**src/rtl/core/encoder_velocity_estimator_core_macros.svh**
```systemverilog
// Assertion macros shared by the encoder velocity estimator RTL
`ifndef ENCODER_VELOCITY_ESTIMATOR_CORE_MACROS_SVH
`define ENCODER_VELOCITY_ESTIMATOR_CORE_MACROS_SVH

// Same-cycle implication
`define EVEL_ASSERT_NOW(label, clk, rst, ante, cons, msg) \
  label: assert property (@(posedge clk) disable iff (rst) (ante) |-> (cons)) \
    else $error(msg);

// Next-cycle implication
`define EVEL_ASSERT_NEXT(label, clk, rst, ante, cons, msg) \
  label: assert property (@(posedge clk) disable iff (rst) (ante) |=> (cons)) \
    else $error(msg);

`endif

```
**src/rtl/core/evel_pkg.sv**
```systemverilog
// Shared types, constants and helpers of the encoder velocity estimator
package evel_pkg;

  localparam int COUNT_W    = 16;
  localparam int DT_W       = 20;
  localparam int VEL_W      = 32;
  localparam int POS_W      = 48;
  localparam int ALPHA_W    = 17;
  localparam int CFG_IDX_W  = 3;
  localparam int CFG_DATA_W = 17;
  localparam int DIV_NW     = 52;
  localparam int DIV_DW     = 33;
  localparam int DIV_CNT_W  = $clog2(DIV_NW + 1);

  localparam logic [27:0]        RAW_SCALE = 28'd256000000;
  localparam logic [DIV_DW-1:0]  US_PER_S  = 33'd1000000;
  localparam logic [ALPHA_W-1:0] ALPHA_ONE = 17'h10000;
  localparam logic [15:0]        GEAR_MIN  = 16'd3;
  localparam logic [15:0]        GEAR_UNIT = 16'd256;

  typedef enum logic [CFG_IDX_W-1:0] {
    CFG_PERIOD     = 3'd0,
    CFG_ALPHA      = 3'd1,
    CFG_CPR        = 3'd2,
    CFG_SINGLE     = 3'd3,
    CFG_AFTER_GEAR = 3'd4,
    CFG_GEAR       = 3'd5,
    CFG_INVERT     = 3'd6
  } cfg_idx_t;

  typedef struct packed {
    logic              start;
    logic [DIV_NW-1:0] num;
    logic [DIV_DW-1:0] den;
  } div_req_t;

  typedef struct packed {
    logic busy;
    logic done;
  } div_stat_t;

  // Signed 32-bit result from a sign and an unsigned quotient, saturating
  function automatic logic signed [VEL_W-1:0] sat_mag(input logic neg,
                                                      input logic [DIV_NW-1:0] q);
    logic signed [VEL_W-1:0] r;
    if (neg) begin
      if (q >= {{(DIV_NW-VEL_W){1'b0}}, 1'b1, {(VEL_W-1){1'b0}}})
        r = {1'b1, {(VEL_W-1){1'b0}}};
      else
        r = -$signed(q[VEL_W-1:0]);
    end else begin
      if (q >= {{(DIV_NW-VEL_W){1'b0}}, 1'b0, {(VEL_W-1){1'b1}}})
        r = {1'b0, {(VEL_W-1){1'b1}}};
      else
        r = $signed(q[VEL_W-1:0]);
    end
    return r;
  endfunction

endpackage

```
**src/rtl/core/evel_div.sv**
```systemverilog
// Bit-serial restoring divider, one quotient bit per cycle
module evel_div import evel_pkg::*; (
  input  logic              clk,
  input  logic              rst,
  input  div_req_t          req,
  output div_stat_t         stat,
  output logic [DIV_NW-1:0] quo
);

  logic [DIV_NW-1:0]    work;
  logic [DIV_DW:0]      rem;
  logic [DIV_DW-1:0]    den;
  logic [DIV_CNT_W-1:0] cnt;
  logic                 busy;
  logic                 done;
  logic [DIV_DW:0]      trial;
  logic                 ge;

  // shift next numerator bit into the remainder and try a subtract
  assign trial = {rem[DIV_DW-1:0], work[DIV_NW-1]};
  assign ge    = trial >= {1'b0, den};

  always_ff @(posedge clk) begin
    if (rst) begin
      busy <= 1'b0;
      done <= 1'b0;
      cnt  <= '0;
    end else begin
      done <= 1'b0;
      if (req.start && !busy) begin
        busy <= 1'b1;
        cnt  <= DIV_CNT_W'(DIV_NW);
      end else if (busy) begin
        cnt <= cnt - DIV_CNT_W'(1);
        if (cnt == DIV_CNT_W'(1)) begin
          busy <= 1'b0;
          done <= 1'b1;
        end
      end
    end
  end

  // datapath
  always_ff @(posedge clk) begin
    if (req.start && !busy) begin
      work <= req.num;
      den  <= req.den;
      rem  <= '0;
    end else if (busy) begin
      rem  <= ge ? trial - {1'b0, den} : trial;
      work <= {work[DIV_NW-2:0], ge};
    end
  end

  assign stat.busy = busy;
  assign stat.done = done;
  assign quo       = work;

endmodule

```
**config.mk**
```make
export PLATFORM = sky130hd
export DESIGN_NAME = evel_div
export DESIGN_NICKNAME = d
export VERILOG_FILES = /design/src/rtl/core/encoder_velocity_estimator_core_macros.svh /design/src/rtl/core/evel_pkg.sv /design/src/rtl/core/evel_div.sv
export SDC_FILE = /design/constraint.sdc
export NUM_CORES = 1
export LEC_CHECK = 0
export BUFFER_PORTS_ARGS = -buffer_cell sky130_fd_sc_hd__buf_4
export CORE_ASPECT_RATIO = 0.6
export CORE_MARGIN = 4
export CORE_UTILIZATION = 50
export CTS_CLUSTER_DIAMETER = 40
export DETAILED_ROUTE_END_ITERATION = 7
export MAX_ROUTING_LAYER = met4
export PLACE_DENSITY = 0.74
export SLEW_MARGIN = 20
export SYNTH_ARGS = -nofsm -noshare
export SYNTH_HDL_FRONTEND = slang
export SYNTH_SLANG_ARGS = --single-unit
```
**constraint.sdc**
```tcl
create_clock -name clk -period 3.9 [get_ports clk]
set_clock_uncertainty 0.15 [all_clocks]
set_input_delay 0.195 -clock clk [delete_from_list [all_inputs] [get_ports clk]]
set_output_delay 0.195 -clock clk [all_outputs]
set_load 0.02 [all_outputs]
```
### Word level (Yosys, flattened, before mapping)

Index checks and enable logic that the tools add are counted.

* output and inout bits: 54
* logic and storage cells: 26
* flip-flop bits (word level): 126
* bits of input ports: 88

* reductions and logical operators: 5
* magnitude comparators: 1
* bitwise operators: 1
* muxes and demuxes: 9
* eq/ne operators: 1
* add/subtract/negate cells: 2

Operator list (count)
* 52-bit two-way mux: 2
* 34-bit by 33-bit greater-or-equal comparator with 1-bit output: 1
* 33-bit two-way mux: 1
* 33-bit subtractor: 1
* 6-bit two-way mux: 2
* 6-bit by 1-bit equality test with 1-bit output (second input constant): 1
* 6-bit by 1-bit subtractor with 6-bit output (second input constant): 1
* 1-bit two-way mux: 4
* 3-bit OR reduction: 1
* 2-bit nonzero test: 1
* 2-bit OR reduction: 1
* 1-bit logical AND: 1
* 1-bit zero test: 1
* 1-bit NOT: 1

### Depth between registers and ports, before layout

Gate-level depths: netlist of run 1.

* depth after elaboration: 4
* depth in mapped cells: 14
* mapped depth without buffers: 12

### Worst setup path before layout of run 1

OpenSTA, ideal clock, no wires.

* kind: reg2reg
* from: reg work[51], in the netlist quo[51]
* to: reg rem[10]
* path slack: 725 ps
* arrival: 2932 ps
* cell stages (with the launch flop): 15
* setup time: 93 ps
* data required time: 3657 ps
* path buffers: 2
* period minus slack after synthesis: 3175 ps
* cells stage by stage: edfxtp_1 inv_1 ha_1 inv_1 fa_1 a21o_1 a221o_1 a31o_2 o21ba_1 o21ai_2 o21ba_1 buf_6 buf_4 nand3_1 o311ai_2

* cells in the longest elaborated chain, start to end: 2
* elaborated cells on any way between the ends: 3
* classes of those cells: add/sub (1); order compare (1); mux (1)

Ends and longest elaborated chain
* start: declaration: line evel_div.sv:10 `logic [DIV_NW-1:0] work;`
* start signal: assignment: line evel_div.sv:46 `work <= req.num;`
* start signal: assignment: line evel_div.sv:51 `work <= {work[DIV_NW-2:0], ge};`
* 33-bit subtractor / 34-bit by 33-bit greater-or-equal comparator with 1-bit output (equally long branches): line evel_div.sv:50, evel_div.sv:21
* 33-bit two-way mux (*): line evel_div.sv:50 `rem <= ge ? trial - {1'b0, den} : trial;`
* end signal: assignment: line evel_div.sv:50
* end: declaration: line evel_div.sv:11 `logic [DIV_DW:0] rem;`

Mark *: on every way between the ends. The rest lies on a longest branch, timed or not.
A chain may end at the register's enable or synchronous reset.

### Worst setup path after layout of run 1

* from: reg work[51], in the netlist quo[51]
* to: reg rem[18]

The elaborated chain is that of the path after synthesis.

==> results of run 1 <==
-- flip-flops by register name, indices dropped and copies added, names as in the netlist --
signal / count
quo: 52
cnt: 6
den: 33
done: 1
busy: 1
rem: 33
-- placed cells by master, fill, tap and decap left out, types with 3 or more instances in the layout --
master and instances:
nand4_1 4, inv_1 43, and3_1 6, nor3b_1 4, buf_4 148, xnor2_1 20
inv_8 6, o21ai_1 12, nand2b_1 5, a21oi_1 36, clkinvlp_4 3, nand3_1 44
ha_1 35, or3_1 3, inv_6 5, o21ai_0 17, nor2_1 20, a211oi_1 5
nand2_1 46, o21bai_1 5, o21a_1 3, edfxtp_1 85, o31ai_1 5, clkbuf_16 17
dfxtp_1 40, dlygate4sd3_1 87, nor3_1 13, a21o_1 10, a32oi_1 9, a31oi_1 7
o311ai_2 6, nor2b_1 4, xor2_1 10, o311ai_1 6, mux2_2 52
-- worst max-delay path, stage by stage, from the launching register on --
cell and delay, ns:
edfxtp_1 0.42, inv_1 0.08, ha_1 0.16, inv_1 0.05
fa_1 0.41, a21o_1 0.23, a221o_1 0.36, a31o_2 0.27
o21ba_1 0.20, o21ai_2 0.26, o21ba_1 0.32, buf_12 0.26
nand3_1 0.10, o311ai_1 0.14
-- power groups by stage --
stage	logic, mW	registers [mW]	clock network, mW
after global placement	2.04	1.90	0
final	2.21	1.89	1.54
after floorplan	1.48	1.94	0
after detailed placement	2.08	1.90	0
after global routing	2.40	1.92	1.63
after CTS	2.17	1.88	1.55
-- layer usage --
layer | vias to the layer above | track usage, % | part of all wire [%]
met2 | 275 | 38.4 | 45
li1 | 2807 | - | -
met3 | 24 | 6.56 | 8.4
met1 | 2800 | 35.9 | 45
met4 | 0 | 6.60 | 1.5
met5 | - | - | 0
-- metrics by stage --
step                instances  utilization [%]  worst slack, ns  instance area, um^2
finish                   1040             72.3            0.356                 9520
global route             1040             72.3            0.180                 9520
CTS                      1038             72.3            0.395                 9520
detailed placement        919             61.4            0.426                 8080
global placement          919             61.4            0.526                 8080
floorplan                 634                -            0.725                 6890
-- final cells by class --
type	instances	area [um^2]
fill	888	3650
sequential	126	3370
multi-input combinational	428	3180
timing repair buffer	237	2020
clock buffer	17	425
tap	170	213
inverter	45	169
clock inverter	15	139
antenna	2	5.00
-- path summary, 6_finish.rpt --
kind / startpoint / endpoint / slack (ns) / depth (start not counted)
worst max-delay path: quo[51] / rem[18] / 0.36 / 13
worst min-delay path: rem[1] / rem[1] / 0.33 / 2
worst max register to register: quo[51] / rem[18] / 0.36 / 13
worst min register to register: rem[1] / rem[1] / 0.33 / 2
-- cells in the mapped netlist (2+ instances only) --
| cell type | instances | area (um^2) |
|---|---|---|
| inv_1 | 44 | 165 |
| and3_1 | 6 | 37.5 |
| a31o_1 | 2 | 17.5 |
| o21ai_1 | 12 | 60.1 |
| nand3_1 | 44 | 220 |
| nor2_1 | 21 | 78.8 |
| o311ai_2 | 6 | 97.6 |
| a21o_1 | 10 | 75.1 |
| o211a_1 | 2 | 20.0 |
| a32o_1 | 2 | 20.0 |
| nor3_1 | 13 | 65.1 |
| a31oi_1 | 7 | 43.8 |
| a41o_1 | 2 | 20.0 |
| o21a_1 | 3 | 22.5 |
| mux2_2 | 52 | 586 |
| o21ba_1 | 2 | 20.0 |
| or3_1 | 3 | 18.8 |
| buf_6 | 4 | 45.0 |
| a32oi_1 | 9 | 78.8 |
| a21boi_1 | 2 | 15.0 |
| nand2b_1 | 5 | 31.3 |
| o21bai_1 | 5 | 37.5 |
| nor3b_1 | 4 | 30.0 |
| buf_1 | 5 | 18.8 |
| a211oi_1 | 5 | 37.5 |
| o311ai_1 | 6 | 52.6 |
| nand2_1 | 46 | 173 |
| o41ai_1 | 2 | 17.5 |
| nand4_1 | 4 | 25.0 |
| xor2_1 | 10 | 87.6 |
| a21oi_1 | 36 | 180 |
| edfxtp_1 | 85 | 2550 |
| xnor2_1 | 20 | 175 |
| dfxtp_1 | 41 | 821 |
| ha_1 | 35 | 438 |
| o31ai_1 | 5 | 37.5 |
| buf_4 | 4 | 30.0 |
| clkbuf_1 | 22 | 82.6 |
| o21ai_0 | 17 | 85.1 |
| nor2b_1 | 5 | 31.3 |
-- cell families after synthesis --
| family | Yosys count | share of synthesized area [%] |
|---|---|---|
| xor+xnor | 30 | 3.82 |
| mux | 52 | 8.50 |
| flops | 126 | 49.0 |
| compound gates | 150 | 15.6 |
| buf+inv | 80 | 5.02 |
| simple gates | 160 | 11.4 |
| fa+ha+maj | 36 | 6.65 |
==> results.json, run 1 <==
{
  "status": "finished, final reports clean",
  "cts.path.max_buffers": 2,
  "combPwrFrac_pct": 39.1,
  "worst_pin_slew_ns": 0.728,
  "peakVddDrop_mv": 0.288,
  "port_buffers": 141,
  "hold_buffers": 87,
  "required_ns": 4.07,
  "clkLatencyLatePin_ns": 0.43,
  "cts_sinks": 126,
  "htreeDepth": 4,
  "synth_edf_count": 85,
  "numCtsBuffers": 17,
  "path_class": "flip-flop to flip-flop",
  "grt_pass1_vias": 5897,
  "synth-seq-cells": 126,
  "ys.flop_type": "edfxtp_1",
  "finalSetupTns_ns": 0,
  "drc": 0,
  "antenna_found_initial": 2,
  "critPathLaunchType": "flip-flop",
  "cap_viol_max_count": 0,
  "crit_arrival_ns": 3.71,
  "grt_start_max_net_pins": 52,
  "swShare_pct": 38.1,
  "die_h_um": 98.9,
  "dp_hpwl_mm": 13.1,
  "p_total_mw": 5.64,
  "die_w_um": 159,
  "routed_via_density": 5.68,
  "ios": 142,
  "grt-ovfl-total": 0,
  "core_area_um2": 13200,
  "vias": 5906,
  "syn_avg_cell_area_um2": 10.9,
  "postSynthCellCount": 634,
  "hold_violations": 0,
  "wl_mm": 20.0,
  "cts_resized": 0,
  "wl_per_cell_um": 19.2,
  "synthesis.nets": 758,
  "grt_pass1_wl_mm": 31.4,
  "p_int_mw": 3.50,
  "track_usage_pct": 26.0,
  "async_reset_ff_share_pct": 0,
  "cts_setup_buffers": 0,
  "cts_tree": "built",
  "powerDensity_nw_per_um2": 593,
  "worst-path-max-fanout": 41,
  "setup_viol": 0,
  "layout-drive-gt1-share_pct": 28.8,
  "seq_area_frac_synth_pct": 49.0,
  "areaGrowthSynthToFinish_pct": 38.3,
  "slew_viol_final": 0,
  "worst_hold_path_type": "flip-flop to flip-flop",
  "leakagePower_nw": 4.00,
  "ys_types": 66,
  "whs_ns": 0.331,
  "gp_congestion": 0.982,
  "start_util_pct": 52.3,
  "fin_nets": 979,
  "drt_iter0_markers": 546,
  "clkPwrFrac_pct": 27.4,
  "clk_pin_slew_ns": 0.06,
  "yosys_warnings": 0,
  "dieArea_um2": 15800,
  "fin_crit_ns": 3.54,
  "ant_nets": 0,
  "period_share_pct": 90.9,
  "netlist_area_um2": 6890,
  "switchingPower_mw": 2.15,
  "rows": 32,
  "worstSetupEndpointType": "flip-flop",
  "relSlewSlack_pct": 51.5,
  "cts_root_buf": "clkbuf_16",
  "fmax_ghz": 0.282,
  "grt_setup_unrepaired": "false",
  "drt-pass1-iter-count": 5,
  "seqPwrFrac_pct": 33.6
}
Power figures use the tool's default switching activity.
==> inputs of run 2 (changes only) <==
--- a/config.mk
+++ b/config.mk
@@ -5,6 +5,7 @@
 export SDC_FILE = /design/constraint.sdc
 export NUM_CORES = 1
 export LEC_CHECK = 0
+export ABC_AREA = 1
 export BUFFER_PORTS_ARGS = -buffer_cell sky130_fd_sc_hd__buf_4
 export CORE_ASPECT_RATIO = 0.6
 export CORE_MARGIN = 4
@@ -12,7 +13,7 @@
 export CTS_CLUSTER_DIAMETER = 40
 export DETAILED_ROUTE_END_ITERATION = 7
 export MAX_ROUTING_LAYER = met4
-export PLACE_DENSITY = 0.74
+export PLACE_DENSITY = 0.72
 export SLEW_MARGIN = 20
 export SYNTH_ARGS = -nofsm -noshare
 export SYNTH_HDL_FRONTEND = slang
==> run 2 against run 1 <==
Non-clock buffer count shrank 5. Setup slack better by 0.52 ns. Design area increased by 14%. Sequential power grew 2%. Clock power up 11%. Area after synthesis grew 19%. Combinational power rose by 68%. Cell count is 49% higher. Core utilization down 3.1 points. Register-to-register slack gained 0.52 ns. Worst hold slack worse by 0.20 ns. Critical path depth increased by 4. Critical endpoint is now rem[19]. Highest routed layer unchanged.
==> results.json, run 2 <==
{
  "synth_edf_count": 85,
  "cts_resized": 0,
  "clk_pin_slew_ns": 0.06,
  "setup_viol": 0,
  "ys.flop_type": "edfxtp_1",
  "synthTopCellsByArea": "edfxtp_1, nand2_1, dfxtp_1",
  "slowest_delay_ns": 0.41,
  "synth.most_common_cell": "nand2_1",
  "vias": 7709,
  "antenna_found_initial": 0,
  "wl_mm": 23.7,
  "synthDominantCellAreaShare_pct": 31.0,
  "start_util_pct": 52.3,
  "routed_via_density": 4.97,
  "wl_per_cell_um": 15.3,
  "path_class": "flip-flop to flip-flop",
  "async_reset_ff_share_pct": 0,
  "leakagePower_nw": 5.65,
  "critPathBufInv": 2,
  "gp_congestion": 1.01,
  "worst_pin_slew_ns": 0.964,
  "path_common_cell": "nand2_4",
  "synthesis.nets": 1236,
  "final_cell_mix": "nand2_1, inv_1, buf_4, dlygate4sd3_1, edfxtp_1",
  "cts.path.max_buffers": 2,
  "r2r-end": "rem[19]",
  "die_h_um": 107,
  "cap_viol_max_count": 0,
  "cts_tree": "built",
  "fin_nets": 1459,
  "grt_start_max_net_pins": 55,
  "regToRegStartpoint": "quo[51]",
  "syn_avg_cell_area_um2": 7.40,
  "crit_family": "simple AND/OR/NAND/NOR gates",
  "seqPwrFrac_pct": 26.3,
  "r2r_slack_ns": 0.87,
  "seq_area_frac_synth_pct": 41.0,
  "worstSetupEndpointType": "flip-flop",
  "grt_setup_unrepaired": "false",
  "yosys_warnings": 0,
  "worst-path-max-fanout": 35,
  "yosysTopAreaCell": "edfxtp_1",
  "slew_viol_final": 0,
  "dieArea_um2": 18600,
  "drt_iter0_markers": 731,
  "fmax_ghz": 0.330,
  "ios": 142,
  "whs_path_depth": 3,
  "grt-ovfl-total": 0,
  "finalSetupTns_ns": 0,
  "dp_hpwl_mm": 16.5,
  "drc": 0,
  "crit_path_top_delay_cell": "fa_1",
  "relSlewSlack_pct": 35.6,
  "combPwrFrac_pct": 50.5,
  "reg2reg_depth": 17,
  "cts_sinks": 126,
  "nFillCells": 1257,
  "final_common_cell": "nand2_1",
  "worst_hold_path_type": "input port to flip-flop",
  "p_int_mw": 4.10,
  "worstHoldEndpoint": "quo[9]",
  "track_usage_pct": 25.9,
  "grt_pass1_wl_mm": 37.5,
  "numCtsBuffers": 17,
  "status": "finished, final reports clean",
  "netlist_area_um2": 8220,
  "htreeDepth": 4,
  "placed_cell_area_um2": 9390,
  "swShare_pct": 44.2,
  "postSynthCellCount": 1112,
  "crit_arrival_ns": 3.24,
  "die_w_um": 174,
  "design_area_um2": 10900,
  "switchingPower_mw": 3.25,
  "cts_root_buf": "clkbuf_16",
  "diodes": 0,
  "clkLatencyLatePin_ns": 0.42,
  "powerDensity_nw_per_um2": 676,
  "rows": 35,
  "min_from": "req[85]",
  "largest_reg_flops": 52,
  "ys_types": 41,
  "ant_nets": 0,
  "port_buffers": 141,
  "areaGrowthSynthToFinish_pct": 32.2,
  "p_total_mw": 7.35,
  "peakVddDrop_mv": 0.360,
  "layout-drive-gt1-share_pct": 20.0,
  "grt_pass1_vias": 7271,
  "critPathLaunchType": "flip-flop",
  "period_share_pct": 77.7,
  "required_ns": 4.11,
  "whs_ns": 0.127,
  "ys_top_cells_by_count": "nand2_1, inv_1, edfxtp_1, nor2_1",
  "drt-pass1-iter-count": 6,
  "clkPwrFrac_pct": 23.2,
  "fin_crit_ns": 3.03,
  "hold_violations": 0,
  "synth-seq-cells": 126,
  "core_area_um2": 15700,
  "cp_cell_sequence": "inv_1 -> ha_1 -> inv_1 -> fa_1 -> nand2_1 -> nand2_2 -> nand3_2 -> nand2_2 -> nand2_2 -> nand2_4 -> nand2_4 -> nand2_4 -> nand2_4 -> nand2_8 -> nand2_1 -> nand3_1 -> nand2_1"
}
-- run 2: changes by cell type after synthesis, moves of 9 or more --
| cell | before | now |
|---|---|---|
| nand2_2 | 1 | 41 |
| a32oi_1 | 9 | 0 |
| nor2_1 | 21 | 47 |
| nand2_1 | 46 | 478 |
| a21o_1 | 10 | 0 |
| clkbuf_1 | 22 | 11 |
| o21ai_1 | 12 | 0 |
| nand3b_1 | 0 | 39 |
| o21ai_0 | 17 | 1 |
| mux2_2 | 52 | 0 |
| xor2_1 | 10 | 1 |
| nand3_2 | 0 | 19 |
| a21oi_1 | 36 | 21 |
| inv_1 | 44 | 168 |
-- run 2: power groups by stage --
| stage | combinational [mW] | clock, mW | sequential [mW] |
|---|---|---|---|
| after global routing | 4.10 | 1.78 | 1.97 |
| after detailed placement | 3.54 | 0 | 1.95 |
| final | 3.71 | 1.71 | 1.93 |
| after CTS | 3.64 | 1.73 | 1.93 |
| after global placement | 3.51 | 0 | 1.94 |
| after floorplan | 2.76 | 0 | 1.99 |
-- run 2: worst max path at each step --
stage	startpoint	to	slack, ns	cells after the start
6_report	quo[51]	rem[19]	0.87	17
5_1_grt	quo[51]	rem[19]	0.61	17
4_1_cts	quo[51]	rem[19]	0.88	17
3_5_place_dp	quo[51]	rem[19]	0.91	17
3_3_place_gp	quo[51]	rem[19]	1.04	17
2_1_floorplan	quo[51]	quo[0]	1.44	15
-- run 2: what timing repair did --
item,4_1_cts,5_1_grt
hold buffers,86,0
setup buffers,0,0
endpoints found under the hold margin,90,0
-- run 2: cell type report --
class                           instances  area (um^2)  area share (%)
Clock buffer                           17          425            3.91
Clock inverter                         15          199            1.83
Inverter                              176          661            6.07
Multi-Input combinational cell        782         3990            36.7
Sequential cell                       126         3370            31.0
Tap cell                              203          254            2.34
Timing Repair Buffer                  232         1970            18.1
-- run 2: logic make-up (layout without fill, tap and decap cells) --
logic type      count (synthesis)  count (layout)  share of synthesized area, %
compound gates                 27              27                          1.78
xor+xnor                       15              15                          1.60
fa+ha+maj                      36              36                          5.57
buf+inv                       204             440                          10.5
flops                         126             126                          41.0
simple gates                  704             704                          39.5
-- run 2: layer usage --
layer	global-route usage (%)	wire length (um)	vias to the layer above
met5	-	0	-
met4	6.04	365	0
met3	6.07	2090	34
met2	35.3	9390	317
met1	38.7	11900	3470
li1	-	-	3888
-- run 2: metrics by stage --
stage               std cells  utilization (%)  worst slack [ns]
detailed placement       1433             59.7             0.908
CTS                      1551             69.2             0.878
global placement         1433             59.7              1.04
floorplan                1112                -              1.44
finish                   1551             69.2             0.872
global route             1551             69.2             0.607
-- run 2: worst register-to-register path, cell delays in order (launching register included) --
cell      delay (ns)
edfxtp_1        0.39
inv_1           0.09
ha_1            0.15
inv_1           0.08
fa_1            0.41
nand2_1         0.11
nand2_2         0.10
nand3_2         0.08
nand2_2         0.07
nand2_2         0.08
nand2_4         0.07
nand2_4         0.07
nand2_4         0.05
nand2_4         0.37
nand2_8         0.32
nand2_1         0.19
nand3_1         0.10
nand2_1         0.09
==> inputs of run 3 (changes only) <==
--- a/config.mk
+++ b/config.mk
@@ -5,7 +5,7 @@
 export SDC_FILE = /design/constraint.sdc
 export NUM_CORES = 1
 export LEC_CHECK = 0
-export ABC_AREA = 1
+export ABC_AREA = 0
 export BUFFER_PORTS_ARGS = -buffer_cell sky130_fd_sc_hd__buf_4
 export CORE_ASPECT_RATIO = 0.6
 export CORE_MARGIN = 4
@@ -13,7 +13,7 @@
 export CTS_CLUSTER_DIAMETER = 40
 export DETAILED_ROUTE_END_ITERATION = 7
 export MAX_ROUTING_LAYER = met4
-export PLACE_DENSITY = 0.72
+export PLACE_DENSITY = 0.74
 export SLEW_MARGIN = 20
 export SYNTH_ARGS = -nofsm -noshare
 export SYNTH_HDL_FRONTEND = slang
==> constraint.sdc (replaced) <==
create_clock -name clk -period 2.87 [get_ports clk]
set_clock_uncertainty 0.15 [all_clocks]
set_input_delay 0.1435 -clock clk [delete_from_list [all_inputs] [get_ports clk]]
set_output_delay 0.1435 -clock clk [all_outputs]
set_load 0.02 [all_outputs]
==> run 3 against run 2 <==
The run now ends with negative setup slack left. Sequential cell count is the same. Sequential power increased by 35%. Clock-buffer cell count unchanged. Die area is 15% lower. Sequential share of layout area up 1.4 points. Worst hold slack improved by 0.15 ns. Fmax fell by 4.5%. Largest power group unchanged. Cell count fell by 29%. First-iteration DRC count down 22%. Via count fell by 17%.
==> results.json, run 3 (same netlist as run 1, synthesis figures left out) <==
{
  "grt_pass1_wl_mm": 34.9,
  "fin_nets": 1044,
  "routed_via_density": 5.77,
  "r2r_slack_ns": -0.30,
  "slew_viol_final": 0,
  "wl_mm": 22.7,
  "cts_tree": "built",
  "cts.path.max_buffers": 2,
  "grt_start_max_net_pins": 55,
  "cp_cell_sequence": "inv_1 -> ha_2 -> inv_2 -> fa_2 -> a21o_1 -> a221o_1 -> a31o_4 -> o21ba_4 -> o21ai_4 -> o21ba_4 -> buf_6 -> buf_12 -> a32o_1 -> a31o_1",
  "largest_reg_flops": 52,
  "rows": 32,
  "placed_cell_area_um2": 8510,
  "dieArea_um2": 15800,
  "die_h_um": 98.9,
  "layout-drive-gt1-share_pct": 37.2,
  "worst_pin_slew_ns": 0.721,
  "fmax_ghz": 0.315,
  "setup_viol": 34,
  "cts_sinks": 126,
  "grt_setup_unrepaired": "true",
  "switchingPower_mw": 3.38,
  "vias": 6371,
  "crit_path_top_delay_cell": "edfxtp_1",
  "track_usage_pct": 29.0,
  "grt_pass1_vias": 6407,
  "fin_ws_ns": -0.302,
  "cts_root_buf": "clkbuf_16",
  "p_int_mw": 5.51,
  "final_common_cell": "buf_4",
  "r2r-end": "rem[13]",
  "crit_arrival_ns": 3.40,
  "powerDensity_nw_per_um2": 853,
  "reg2reg_depth": 14,
  "violations": "negative setup slack",
  "endpoint": "rem[13]",
  "drc": 0,
  "die_w_um": 159,
  "path_class": "flip-flop to flip-flop",
  "grt-ovfl-total": 0,
  "relSlewSlack_pct": 51.9,
  "whs_path_depth": 2,
  "fin_cells": 1104,
  "final_cell_mix": "buf_4, dlygate4sd3_1, edfxtp_1, mux2_2, nand2_1",
  "regToRegStartpoint": "quo[51]",
  "ant_nets": 0,
  "antenna_found_initial": 1,
  "htreeDepth": 4,
  "placed_cells": 971,
  "design_area_um2": 10400,
  "port_buffers": 141,
  "clkLatencyLatePin_ns": 0.43,
  "peakVddDrop_mv": 0.496,
  "gp_congestion": 0.956,
  "drt_iter0_markers": 572,
  "path_common_cell": "o21ba_4",
  "ios": 142,
  "leakagePower_nw": 4.44,
  "required_ns": 3.10,
  "cp-startpoint": "quo[51]",
  "clkPwrFrac_pct": 24.9,
  "hold_violations": 0,
  "worst-path-max-fanout": 5,
  "cap_viol_max_count": 0,
  "combPwrFrac_pct": 45.8,
  "p_total_mw": 8.89,
  "worst_hold_path_type": "input port to flip-flop",
  "slowest_delay_ns": 0.38,
  "period_share_pct": 111,
  "core_area_um2": 13200,
  "worstSetupEndpointType": "flip-flop",
  "nFillCells": 783,
  "numCtsBuffers": 17,
  "seqPwrFrac_pct": 29.3,
  "critPathLaunchType": "flip-flop",
  "start_util_pct": 52.3,
  "clk_pin_slew_ns": 0.07,
  "drt-pass1-iter-count": 6,
  "swShare_pct": 38.0,
  "wl_per_cell_um": 20.5,
  "dp_hpwl_mm": 14.0,
  "fin_crit_ns": 3.17,
  "status": "complete, but fails checks",
  "areaGrowthSynthToFinish_pct": 51.4
}
[run 3: metal layers]
layer  vias to the layer above  track usage (%)  routed length, um
met1                      3049             37.9               9850
li1                       2944                -                  -
met5                         -                -                  0
met4                         0             8.53                471
met2                       327             45.5              10500
met3                        51             6.90               1800
[run 3: metrics by stage]
stage                     utilization [%]  setup WS (ns)  TNS [ns]  hold slack, ns
after floorplan                         -         -0.244     -7.22          0.0924
after global placement               64.6         -0.234     -6.58           0.171
after detailed placement             64.6         -0.357     -9.79           0.173
after CTS                            77.9         -0.218     -6.62           0.270
after global routing                 79.1         -0.403    -12.21           0.281
final                                79.1         -0.302     -9.09           0.281
[run 3: layout make-up]
type | instances | area, um^2 | area share (%)
timing repair buffer | 302 | 2660 | 25.5
multi-input combinational | 428 | 3410 | 32.7
clock inverter | 15 | 168 | 1.61
clock buffer | 17 | 425 | 4.08
tap | 170 | 213 | 2.04
sequential | 126 | 3370 | 32.4
antenna | 1 | 2.50 | 0.0240
inverter | 45 | 169 | 1.62
[run 3: how the worst min path moves through the flow]
stage             from       to  slack (ns)
5_1_grt        req[14]  den[14]        0.28
4_1_cts        req[13]  den[13]        0.27
2_1_floorplan   req[0]   den[0]        0.09
6_report       req[13]  den[13]        0.28
3_3_place_gp    req[7]   den[7]        0.17
3_5_place_dp   req[13]  den[13]        0.17
[run 3: timing repair]
action,in CTS,in global routing
gates resized for setup,26,28
setup buffers,9,2
pin swaps,38,18
hold buffers,87,0
gates cloned,4,1
setup endpoints to repair,34,34
hold endpoints to repair,94,0
[run 3: critical path: cells and delay by family, from the launching register on]
kind | cells | cell delay (ns)
AOI/OAI and AO/OA | 8 | 1.65
adders and majority gates | 2 | 0.55
buffers and inverters | 4 | 0.40
DFF | 1 | 0.38
[run 3: power groups by stage]
stage          Sequential (mW)  Combinational (mW)  Clock (mW)
6_report                  2.60                4.07        2.22
5_1_grt                   2.63                4.35        2.32
4_1_cts                   2.56                3.83        2.22
3_5_place_dp              2.58                3.27           0
3_3_place_gp              2.57                3.20           0
2_1_floorplan             2.64                2.02           0
